### config.mk
export PLATFORM = sky130hd
export DESIGN_NAME = http_content_length_parser
export DESIGN_NICKNAME = d
export VERILOG_FILES = /design/src/hw/rtl/hclp_pkg.sv /design/src/hw/rtl/http_content_length_parser.sv /design/src/hw/rtl/hclp_step.sv
export SDC_FILE = /design/constraint.sdc
export NUM_CORES = 1
export LEC_CHECK = 0
export ABC_AREA = 1
export BUFFER_PORTS_ARGS = -buffer_cell sky130_fd_sc_hd__buf_2
export CAP_MARGIN = 5
export CELL_PAD_IN_SITES_DETAIL_PLACEMENT = 1
export CELL_PAD_IN_SITES_GLOBAL_PLACEMENT = 1
export CORE_MARGIN = 4
export CORE_UTILIZATION = 44
export DETAILED_ROUTE_END_ITERATION = 10
export GPL_TIMING_DRIVEN = 0
export PLACE_DENSITY_LB_ADDON = 0.1
export SYNTH_ARGS = -nofsm -noshare
export SYNTH_HDL_FRONTEND = slang
export SYNTH_SLANG_ARGS = --single-unit
export TNS_END_PERCENT = 1
### constraint.sdc
create_clock -name clk -period 2.95 [get_ports clk]
set_input_delay 0.1475 -clock clk [delete_from_list [all_inputs] [get_ports clk]]
set_output_delay 0.1475 -clock clk [all_outputs]
set_load 0.01 [all_outputs]
### src/hw/rtl/hclp_pkg.sv
package hclp_pkg;

  localparam int unsigned LEN_W = 31;

  localparam logic [LEN_W-1:0] LIM_DIV10 = 31'd214748364;
  localparam logic [3:0]       LIM_LAST  = 4'd7;

  typedef enum logic [2:0] {
    PS_S1 = 3'd1,
    PS_S2 = 3'd2,
    PS_S3 = 3'd3,
    PS_S4 = 3'd4
  } pst_t;

  typedef enum logic [1:0] {
    ST_PENDING  = 2'd0,
    ST_ACCEPTED = 2'd1,
    ST_BAD      = 2'd2,
    ST_BIG      = 2'd3
  } status_t;

  typedef enum logic [1:0] {
    CL_OTHER,
    CL_DIGIT,
    CL_COMMA,
    CL_BLANK
  } cls_t;

  typedef struct packed {
    pst_t             pst;
    logic [LEN_W-1:0] acc;
    logic [LEN_W-1:0] first;
    logic             have_first;
    status_t          fail;
  } ctx_t;

  typedef struct packed {
    logic             final_res;
    status_t          status;
    logic [LEN_W-1:0] length;
  } res_t;

  localparam ctx_t CTX_RESET = '{
    pst:        PS_S1,
    acc:        '0,
    first:      '0,
    have_first: 1'b0,
    fail:       ST_PENDING
  };

  function automatic cls_t classify(input logic [7:0] c);
    cls_t cl;
    begin
      case (c) inside
        [8'h30:8'h39]: cl = CL_DIGIT;
        8'h2c:         cl = CL_COMMA;
        8'h09, 8'h20:  cl = CL_BLANK;
        default:       cl = CL_OTHER;
      endcase
      return cl;
    end
  endfunction

endpackage

### src/hw/rtl/http_content_length_parser.sv
// Content-Length value parser. Feed the header value one byte per item on
// in_octet, then one item with in_end_mark high. Every item gives exactly one
// result: byte items report pending or the first failure seen so far; the
// end-marker item has out_final_res high and carries the verdict, with the
// length when accepted, and returns the parser to its start state. The byte
// is classified, the automaton steps and the number is multiplied by ten in
// a single pass into the result register, so a new item is taken every
// cycle while the result register can be emptied.
module http_content_length_parser (
  input  logic        clk,
  input  logic        rst_n,
  input  logic        in_valid,
  output logic        in_ready,
  input  logic [7:0]  in_octet,
  input  logic        in_end_mark,
  output logic        out_valid,
  input  logic        out_ready,
  output logic        out_final_res,
  output logic [1:0]  out_status,
  output logic [30:0] out_length
);
  import hclp_pkg::*;

  ctx_t ctx_r;
  ctx_t ctx_nxt;
  res_t res_nxt;
  res_t res_r;
  logic out_valid_r;
  logic in_fire;

  assign in_ready = !out_valid_r || out_ready;
  assign in_fire  = in_valid && in_ready;

  hclp_step u_step (
    .ctx      (ctx_r),
    .octet    (in_octet),
    .end_mark (in_end_mark),
    .ctx_nxt  (ctx_nxt),
    .res      (res_nxt)
  );

  always_ff @(posedge clk) begin
    if (!rst_n) begin
      ctx_r       <= CTX_RESET;
      out_valid_r <= 1'b0;
    end else begin
      if (in_fire) begin
        ctx_r <= ctx_nxt;
      end
      if (in_fire) begin
        out_valid_r <= 1'b1;
      end else if (out_ready) begin
        out_valid_r <= 1'b0;
      end
    end
  end

  always_ff @(posedge clk) begin
    if (in_fire) begin
      res_r <= res_nxt;
    end
  end

  assign out_valid     = out_valid_r;
  assign out_final_res = res_r.final_res;
  assign out_status    = res_r.status;
  assign out_length    = res_r.length;

  // end marker returns the parser to its start state
  a_end_clears: assert property (@(posedge clk) disable iff (!rst_n)
    (in_fire && in_end_mark) |=> (ctx_r == CTX_RESET))
    else $error("state not cleared after end marker");

  // a failure stays latched until the end marker
  a_fail_latched: assert property (@(posedge clk) disable iff (!rst_n)
    (in_fire && !in_end_mark && ctx_r.fail != ST_PENDING) |=> (ctx_r.fail == $past(ctx_r.fail)))
    else $error("latched failure changed");

  // accepted verdict only on the final result
  a_accept_final: assert property (@(posedge clk) disable iff (!rst_n)
    (out_valid_r && res_r.status == ST_ACCEPTED) |-> res_r.final_res)
    else $error("accepted status on a byte result");

  // byte results never carry a length
  a_byte_len_zero: assert property (@(posedge clk) disable iff (!rst_n)
    (out_valid_r && !res_r.final_res) |-> (res_r.length == '0))
    else $error("nonzero length on a byte result");

endmodule

### src/hw/rtl/hclp_step.sv
module hclp_step (
  input  hclp_pkg::ctx_t ctx,
  input  logic [7:0]     octet,
  input  logic           end_mark,
  output hclp_pkg::ctx_t ctx_nxt,
  output hclp_pkg::res_t res
);
  import hclp_pkg::*;

  pst_t             st;
  logic [3:0]       dig;
  logic [LEN_W-1:0] acc_x10;
  logic             over;
  logic             match;

  always_comb begin
    case (ctx.pst)
      PS_S2:   st = PS_S2;
      PS_S3:   st = PS_S3;
      PS_S4:   st = PS_S4;
      default: st = PS_S1;
    endcase
  end

  assign dig     = octet[3:0];
  // acc * 10 + digit, kept to 31 bits
  assign acc_x10 = {ctx.acc[LEN_W-4:0], 3'b000} + {ctx.acc[LEN_W-2:0], 1'b0}
                   + {{(LEN_W-4){1'b0}}, dig};
  assign over    = (ctx.acc > LIM_DIV10) || ((ctx.acc == LIM_DIV10) && (dig > LIM_LAST));
  assign match   = !ctx.have_first || (ctx.first == ctx.acc);

  always_comb begin
    ctx_nxt       = ctx;
    res.final_res = 1'b0;
    res.status    = ctx.fail;
    res.length    = '0;
    if (end_mark) begin
      res.final_res = 1'b1;
      if (ctx.fail != ST_PENDING) begin
        res.status = ctx.fail;
      end else if (st == PS_S1) begin
        res.status = ST_BAD;
      end else if (st == PS_S2 && !match) begin
        res.status = ST_BAD;
      end else begin
        res.status = ST_ACCEPTED;
        res.length = (st == PS_S2) ? ctx.acc : ctx.first;
      end
      ctx_nxt = CTX_RESET;
    end else begin
      if (ctx.fail == ST_PENDING) begin
        case (classify(octet))
          CL_DIGIT: begin
            if (st == PS_S3) begin
              ctx_nxt.fail = ST_BAD;
            end else if (over) begin
              ctx_nxt.fail = ST_BIG;
            end else begin
              ctx_nxt.acc = acc_x10;
              ctx_nxt.pst = PS_S2;
            end
          end
          CL_COMMA, CL_BLANK: begin
            if (st == PS_S2) begin
              // number finished: record it or compare with the first
              if (match) begin
                ctx_nxt.first      = ctx.acc;
                ctx_nxt.have_first = 1'b1;
                ctx_nxt.acc        = '0;
                ctx_nxt.pst        = (classify(octet) == CL_COMMA) ? PS_S4 : PS_S3;
              end else begin
                ctx_nxt.fail = ST_BAD;
              end
            end else if (st == PS_S1) begin
              ctx_nxt.pst = PS_S1;
            end else if (classify(octet) == CL_COMMA) begin
              ctx_nxt.pst = PS_S4;
            end else begin
              ctx_nxt.pst = st;
            end
          end
          default: begin
            ctx_nxt.fail = ST_BAD;
          end
        endcase
      end
      res.status = ctx_nxt.fail;
    end
  end

endmodule

# Yosys cells after proc, flatten, opt, wreduce, memory -nomap -nowiden
# Cells that the tools add are included.
# totals
input_bits	13
word_cells	101
register_bits	103
out_inout_bits	36
# classes
n_addsub	2
reduce_logical	24
n_eq_ne	21
bitwise	1
mux	40
magnitude_cmp	4
# ops
op	count
$mux W68	2
$mux W34	2
$pmux W34 S2	1
$mux W66	1
$mux W65	1
$mux W2	22
$mux W32	1
$add A31 B31 Y31	1
$add A31 B4 Y31	1
$eq A31 B28 Y1 const B	1
$eq A31 B31 Y1	1
$gt A31 B28 Y1 const B	1
$mux W31	1
$eq A8 B6 Y1 const B	2
$eq A3 B2 Y1 const B	4
$mux W3	4
$reduce_bool A2 Y1	6
$pmux W3 S3	1
$eq A2 B2 Y1 const B	4
$eq A8 B4 Y1 const B	1
$ge A8 B6 Y1 const B	1
$le A8 B6 Y1 const B	1
$reduce_and A7 Y1	1
$ne A3 B2 Y1 const B	2
18 further kinds	29

# Depth between registers and ports, before layout
# Gate-level depths: netlist of the first run.
# logic_depth
ltp_word	19
mapped_depth	17
depth_no_buf	17

# By module
# A second synthesis of the first run with hierarchy kept.
# unflattened
cells_unflattened	1430
hier_area_um2	9018.6
# by_module_without_submodules
mod	n_inst	area_per_inst_um2	cells_per_inst
hclp_step	1	4810.9	946
http_content_length_parser	1	4207.8	484

# Worst setup path before layout of the first run
# No wires, ideal clock.
# synth_timing
path_type	reg-to-reg
from	register ctx_r[34] (netlist name)
to	register ctx_r[62] (netlist name)
setup_slack_ps	418
path_stages_with_launch	17
n_path_buf	0
t_arrival_ps	2399
setup_ps	132
path_cell_list	dfxtp_1 inv_1 fa_1 inv_1 fa_1 nand3_1 nand3_1 nand2_1 nand2_1 nand2_1 nand2_1 nand2_1 nand3_1 nand2_1 nand2_1 nand3_1 a21oi_1
# synth_between
elab_chain_cells	7
elab_cells_between_ends	16
cone_classes	add/sub (2); order compare (1); eq/ne (4); mux (5); reduce/logical (4)
# synth_rtl
element	line_no	rtl
from (decl)	http_content_length_parser.sv:24	ctx_t ctx_r;
from (signal assigned)	http_content_length_parser.sv:48	ctx_r <= ctx_nxt;
$add A31 B31 Y31	hclp_step.sv:27	assign acc_x10 = {ctx.acc[LEN_W-4:0], 3'b000} + {ctx.acc[LEN_W-2:0], 1'b0}
$add A31 B4 Y31	hclp_step.sv:28	+ {{(LEN_W-4){1'b0}}, dig};
$mux W34	hclp_step.sv:56	end else if (over) begin
$mux W34	hclp_step.sv:54	if (st == PS_S3) begin
$pmux W34 S2	hclp_step.sv:52	case (classify(octet))
$mux W68	hclp_step.sv:51	if (ctx.fail == ST_PENDING) begin
$mux W68	hclp_step.sv:37	if (end_mark) begin
# Several ways; a longest one is shown, not always the timed one. The select of a mux whose other input is x is not followed.
# A chain may end at the register's enable or synchronous reset.

# Worst setup path after layout of the first run
# layout_timing
from	register ctx_r[34] (netlist name)
to	register ctx_r[64] (netlist name)
# Same word-level chain as after synthesis.

==> flow_summary.toml, run 1 <==
[synthesis]
synth_compound_area_share_pct = 9.32
synth_ff_type = "dfxtp_1"
yosys_warnings = 0
yosysMostFrequentCell = "nand2_1"
yosysTopAreaCellShare_pct = 19.3
synth_xor_area_share_pct = 3.61
synth.ff_latch_count = 103
syn_area_um2 = 7770
synth_mux_area_share_pct = 0
async_reset_ff_share_pct = 0
yosysUniqueCellTypes = 35
synth_nets = 1269
yosys.area.top_type = "nand2_1"
syn_avg_cell_area_um2 = 6.49
synth-edff-count = 34
synthCells = 1198
synth_area_leaders = "nand2_1, dfxtp_1, edfxtp_1, ha_1, nand3_1"
yosys.area_share.simple_pct = 36.2
seq_area_frac_synth_pct = 30.9
synth_common_cells = "nand2_1, inv_1, nand3_1, nor2_1, a21oi_1"
synth_top_family_by_area = "simple AND/OR/NAND/NOR gates"
synth_fa_ha_area_share_pct = 9.53

[place]
gp_congestion = 0.900
dp_hpwl_um = 21000
post-place-cells = 1472
placed_area_um2 = 8320
io_buffers = 48

[final_layout]
utilization_pct = 50.5
layout.cells.non_filler = 1489
nets = 1330
design_area_um2 = 8740
final_layout_size_suffix_gt1_share_pct = 10.5
area_growth_pct = 12.5
antenna_cells = 0

[route]
ant_nets = 0
vias_per_cell = 5.36
wl_per_cell_um = 17.8
drc_errors = 0
first_pass_iters = 5
via_count = 7982
drt-total-wl_um = 26500
drt_iter0_drc = 329

[worst_setup_path]
reg2reg_to = "ctx_r[64]$_SDFFE_PN0P_"
critPathSlowestCell = "fa_1"
cp.required_ns = 3.23
cp_common_cell = "nand3_1"
crit_chain = "inv_1 > fa_1 > inv_1 > fa_2 > nand3_1 > nand3_4 > nand3_1 > nand3_1 > nand2_1 > nand2_1 > nand2_1 > nand3_1 > nor2_1 > nand3_1 > a21oi_1"
reg2reg_depth = 15
cp_slowest_stage_delay_ns = 0.51
r2r_start = "ctx_r[34]$_SDFFE_PN0P_"
path_class = "flip-flop to flip-flop"
crit_path_end_kind = "flip-flop"
crit_arrival_ns = 3.03
r2r_slack_ns = 0.20
critPathLaunchType = "flip-flop"
path_max_fanout = 7

[outcome]
status = "finished clean"

[clock_network]
numCtsBuffers = 9
post_cts_buffers = 0
clock_path_buffers = 2
clock_sinks = 103
cts_tree = "yes"
htreeDepth = 3
clk_pin_slew_ns = 0.07
clockRootBuffer = "clkbuf_16"
worst_skew_pair.late_latency_ns = 0.35

[power]
finalPower_uw = 3120
power.leakage_uw = 0.00410
powerDensity_nw_per_um2 = 357
max-vdd-ir-drop_v = 0.000247

[timing]
finalCriticalPeriod_ns = 2.75
finalSetupViolations = 0
timing.fmax_mhz = 363
hold_viol = 0
maxSlewHeadroom_pct = 54.6
grt_setup_unrepaired = "true"
post-route-period-util_pct = 93.4
skew_ns = 0.00549
slew_violations = 0
worst-slew-pin-transition_ns = 0.680

[floorplanning]
core_area_um2 = 17300
die_area_um2 = 19800
initial_core_util_pct = 44.9
ios = 49
chipWidth_um = 141
num_rows = 48
die_h_um = 141

[global_routing]
grt_antenna_before_repair = 0
grt-ovfl-total = 0
grt.total_usage_pct = 27.1
grt_pass1_wl_um = 43000
grt_pass1_vias = 8487
grt_max_degree = 27

[job]
max-cap-violations = 0

[hold_path]
worstHoldEndpoint = "ctx_r[65]$_SDFFE_PN1P_"
hold_class = "primary input to flip-flop"
min_from = "rst_n"
hold_path_depth = 2
timing repair:
action / in CTS / in global routing
setup endpoints to repair: 14 / 15
resized for setup: 6 / 21
hold endpoints to repair: 1 / 0
pin swaps: 0 / 1
hold buffers: 1 / 0
cells in the final DEF (no fill, tap or decap), types with 13 or more instances in the layout:
cell type    n
nand2_1    392
inv_1      148
nand3_1    107
nor2_1     106
a21oi_1    100
buf_2       65
dfxtp_1     58
ha_1        56
edfxtp_1    34
xnor2_1     22
clkbuf_1    18
o21ai_0     15
nand4_1     14
a211oi_1    14
nor3_1      13
metal layers:
| metal | vias up | part of all wire, % | global-route usage [%] |
|---|---|---|---|
| met3 | 47 | 2.9 | 2.41 |
| met1 | 3817 | 43 | 32.6 |
| met2 | 150 | 50 | 49.8 |
| met5 | - | 0 | 0 |
| met4 | 0 | 3.5 | 10.5 |
| li1 | 3968 | - | - |
metrics by stage:
stage / TNS (ns) / hold slack, ns / setup slack [ns]
after floorplan: 0 / 0.246 / 0.418
after global placement: -0.454 / 0.337 / -0.140
after detailed placement: -1.36 / 0.342 / -0.231
after CTS: 0 / 0.0977 / 0.0123
after global routing: -0.0110 / 0.0972 / -0.0110
final: 0 / 0.105 / 0.195
sequential cells by signal, summed over array words and instances (netlist names):
name	cells
ctx_r	68
out_final_res	1
out_length	31
out_status	2
out_valid	1
final cells by class:
class                   count  area, um2
flip-flops and latches    103       2420
clock buffers              13        272
repair buffers             50        278
multi-input cells         895       4610
plain buffers              42        220
clock inverters             3       63.8
inverters                 158        593
fillers                  2384       8560
well taps                 225        282
power by group:
| group | switching (uW) | leakage [uW] | internal [uW] |
|---|---|---|---|
| clock | 534 | 0.000163 | 817 |
| sequential | 17.0 | 0.000906 | 1490 |
| combinational | 183 | 0.00303 | 77.0 |
| total | 734 | 0.00410 | 2380 |
how the worst max path moves through the flow:
stage / startpoint / endpoint / slack [ns]
CTS: ctx_r[34]$_SDFFE_PN0P_ / ctx_r[62]$_SDFFE_PN0P_ / 0.01
finish: ctx_r[34]$_SDFFE_PN0P_ / ctx_r[64]$_SDFFE_PN0P_ / 0.20
global placement: ctx_r[34]$_SDFFE_PN0P_ / ctx_r[62]$_SDFFE_PN0P_ / -0.14
floorplan: ctx_r[34]$_SDFFE_PN0P_ / ctx_r[62]$_SDFFE_PN0P_ / 0.42
detailed placement: ctx_r[34]$_SDFFE_PN0P_ / ctx_r[62]$_SDFFE_PN0P_ / -0.23
global route: ctx_r[34]$_SDFFE_PN0P_ / ctx_r[63]$_SDFFE_PN0P_ / -0.01
critical path, delay by kind of cell, from the launching register on:
kind / cells / cell delay, ns
AO/OA/AOI/OAI: 1 / 0.13
adder cells (fa/ha/maj): 2 / 0.92
buffers and inverters: 2 / 0.19
flip-flops: 1 / 0.40
AND/OR/NAND/NOR: 10 / 1.03
cells by family after synthesis:
family | count (synthesis)
xor gates and xnor gates | 32
buffers and inverters | 200
AOI/OAI and AO/OA | 135
adders and majority gates | 58
and+or+nand+nor | 670
DFF | 103
(Power assumes the default switching activity.)
==> inputs of run 2 (changes only) <==
CELL_PAD_IN_SITES_GLOBAL_PLACEMENT = 2   (was 1)
CORE_UTILIZATION = 34   (was 44)
==> run 2 against run 1 <==
Net effect:
- clock-buffer cell count decreased by 2
- worst setup slack lost 0.015 ns
- clock skew grew 0.0040 ns
- sequential share of layout area is essentially flat
- clock power fell by 4%
- power is 2.3% lower
- sequential cell count did not move
- die area is 28% higher
- global-route usage fell by 5.8 points
- register-to-register slack about the same
- non-clock buffer count is 1 lower
- critical endpoint is now ctx_r[62]$_SDFFE_PN0P_
==> flow_summary.toml, run 2 (synthesized netlist as in run 1, its figures left out) <==
[worst_setup_path]
reg2reg_depth = 16
critPathLaunchType = "flip-flop"
cp.required_ns = 3.16
crit_chain = "inv_1 > fa_1 > inv_1 > fa_2 > nand3_1 > nand3_4 > nand2_1 > nand2_2 > nand2_1 > nand2_1 > nand2_2 > nand3_1 > nand2_1 > nand2_1 > nand3_1 > a21oi_1"
path_max_fanout = 7
critPathCapture = "ctx_r[62]$_SDFFE_PN0P_"
critPathSlowestCell = "fa_1"
r2r_slack_ns = 0.18
cp_slowest_stage_delay_ns = 0.51
r2r_start = "ctx_r[34]$_SDFFE_PN0P_"
reg2reg_to = "ctx_r[62]$_SDFFE_PN0P_"
path_class = "flip-flop to flip-flop"
worstSetupStartpoint = "ctx_r[34]$_SDFFE_PN0P_"
cp_common_cell = "nand2_1"
crit_arrival_ns = 2.98
crit_path_end_kind = "flip-flop"

[clock_network]
clockRootBuffer = "clkbuf_16"
htreeDepth = 3
worst_skew_pair.late_latency_ns = 0.34
clock_sinks = 103
clock_path_buffers = 2
clk_pin_slew_ns = 0.07
numCtsBuffers = 9
cts_tree = "yes"

[power]
max-vdd-ir-drop_v = 0.000226
power.leakage_uw = 0.00409
powerDensity_nw_per_um2 = 347

[global_routing]
grt_max_degree = 40
grt-ovfl-total = 0
grt_antenna_before_repair = 0
grt.total_usage_pct = 21.3
grt_pass1_vias = 8068
grt_pass1_wl_um = 43400

[final_layout]
nFillCells = 2987
area_growth_pct = 13.0
utilization_pct = 38.9
antenna_cells = 0
largest_register_ffs = 68
regArea_um2 = 2430
layout.cells.non_filler = 1548
final_layout_size_suffix_gt1_share_pct = 11.6
final_cell_mix = "nand2_1, inv_1, nand3_1"
multi_input_area_um2 = 4610
nets = 1329
layout_commonest_cell = "nand2_1"
regMostFlops = "ctx_r"

[timing]
worst-slew-pin-transition_ns = 0.820
setup_slack_ns = 0.181
maxSlewHeadroom_pct = 45.3
timing.fmax_mhz = 361
holdWs_ns = 0.0869
post-route-period-util_pct = 93.9
hold_viol = 0
finalSetupViolations = 0
skew_ns = 0.00947
finalCriticalPeriod_ns = 2.77
slew_violations = 0

[floorplanning]
core_area_um2 = 22600
num_rows = 55
die_area_um2 = 25300
die_h_um = 159
chipWidth_um = 159
ios = 49
initial_core_util_pct = 34.4

[place]
gp_congestion = 0.865
post-place-cells = 1531
io_buffers = 48
pre_cts_slack_ns = -0.260
dp_hpwl_um = 22100

[route]
ant_nets = 0
drc_errors = 0
first_pass_iters = 4
drt-total-wl_um = 27000
via_count = 7748
drt_iter0_drc = 293
wl_per_cell_um = 17.4
vias_per_cell = 5.01

[hold_path]
hold_class = "primary input to flip-flop"

[outcome]
status = "finished clean"

[job]
max-cap-violations = 0
-- run 2: metrics by stage --
step | instance area (um2) | setup TNS (ns) | power [uW]
final | 8780 | 0 | 3050
after global routing | 8780 | -0.0223 | 3150
after CTS | 8710 | 0 | 3080
after detailed placement | 8370 | -1.83 | 1790
after global placement | 8370 | -1.31 | 1790
after floorplan | 7770 | 0 | 1690
-- run 2: final cells by class --
| type | count | area share (%) |
|---|---|---|
| clock buffers | 11 | 2.65 |
| flip-flops and latches | 103 | 27.7 |
| inverters | 158 | 6.76 |
| multi-input cells | 895 | 52.5 |
| repair buffers | 49 | 2.85 |
| clock inverters | 5 | 0.941 |
| well taps | 285 | 4.06 |
| plain buffers | 42 | 2.51 |
-- run 2: layer usage --
metal	wire (um)	up-vias	global-route usage [%]
li1	-	3967	-
met4	724	0	6.71
met3	385	26	1.68
met1	12500	3687	27.4
met5	0	-	0
met2	13300	68	38.0
-- run 2: worst min path at each step --
stage	startpoint	slack [ns]	endpoint	depth (start not counted)
after detailed placement	in_end_mark	0.35	out_final_res$_DFFE_PP_	1
after CTS	rst_n	0.08	ctx_r[65]$_SDFFE_PN1P_	2
after global placement	in_end_mark	0.34	out_final_res$_DFFE_PP_	1
final	rst_n	0.09	ctx_r[65]$_SDFFE_PN1P_	2
after floorplan	rst_n	0.25	ctx_r[65]$_SDFFE_PN1P_	1
after global routing	rst_n	0.09	ctx_r[65]$_SDFFE_PN1P_	2
-- run 2: repair_timing --
action	4_1_cts	5_1_grt
setup buffers	0	0
gates resized for setup	7	32
endpoints found under the setup margin	15	12
pin swaps	0	1
endpoints found under the hold margin	1	0
hold buffers	1	0
-- run 2: critical path: cells and delay by family (launching register included) --
family	cells	cell delay [ns]
and+or+nand+nor	11	1.04
adders and majority gates	2	0.92
DFF	1	0.41
buffers and inverters	2	0.19
AOI/OAI and AO/OA	1	0.06
-- run 2: power breakdown --
group          switching [uW]  leakage [uW]  internal [uW]
combinational             181       0.00302           72.0
sequential               15.7      0.000911           1490
clock                     542      0.000154            747
total                     739       0.00409           2310
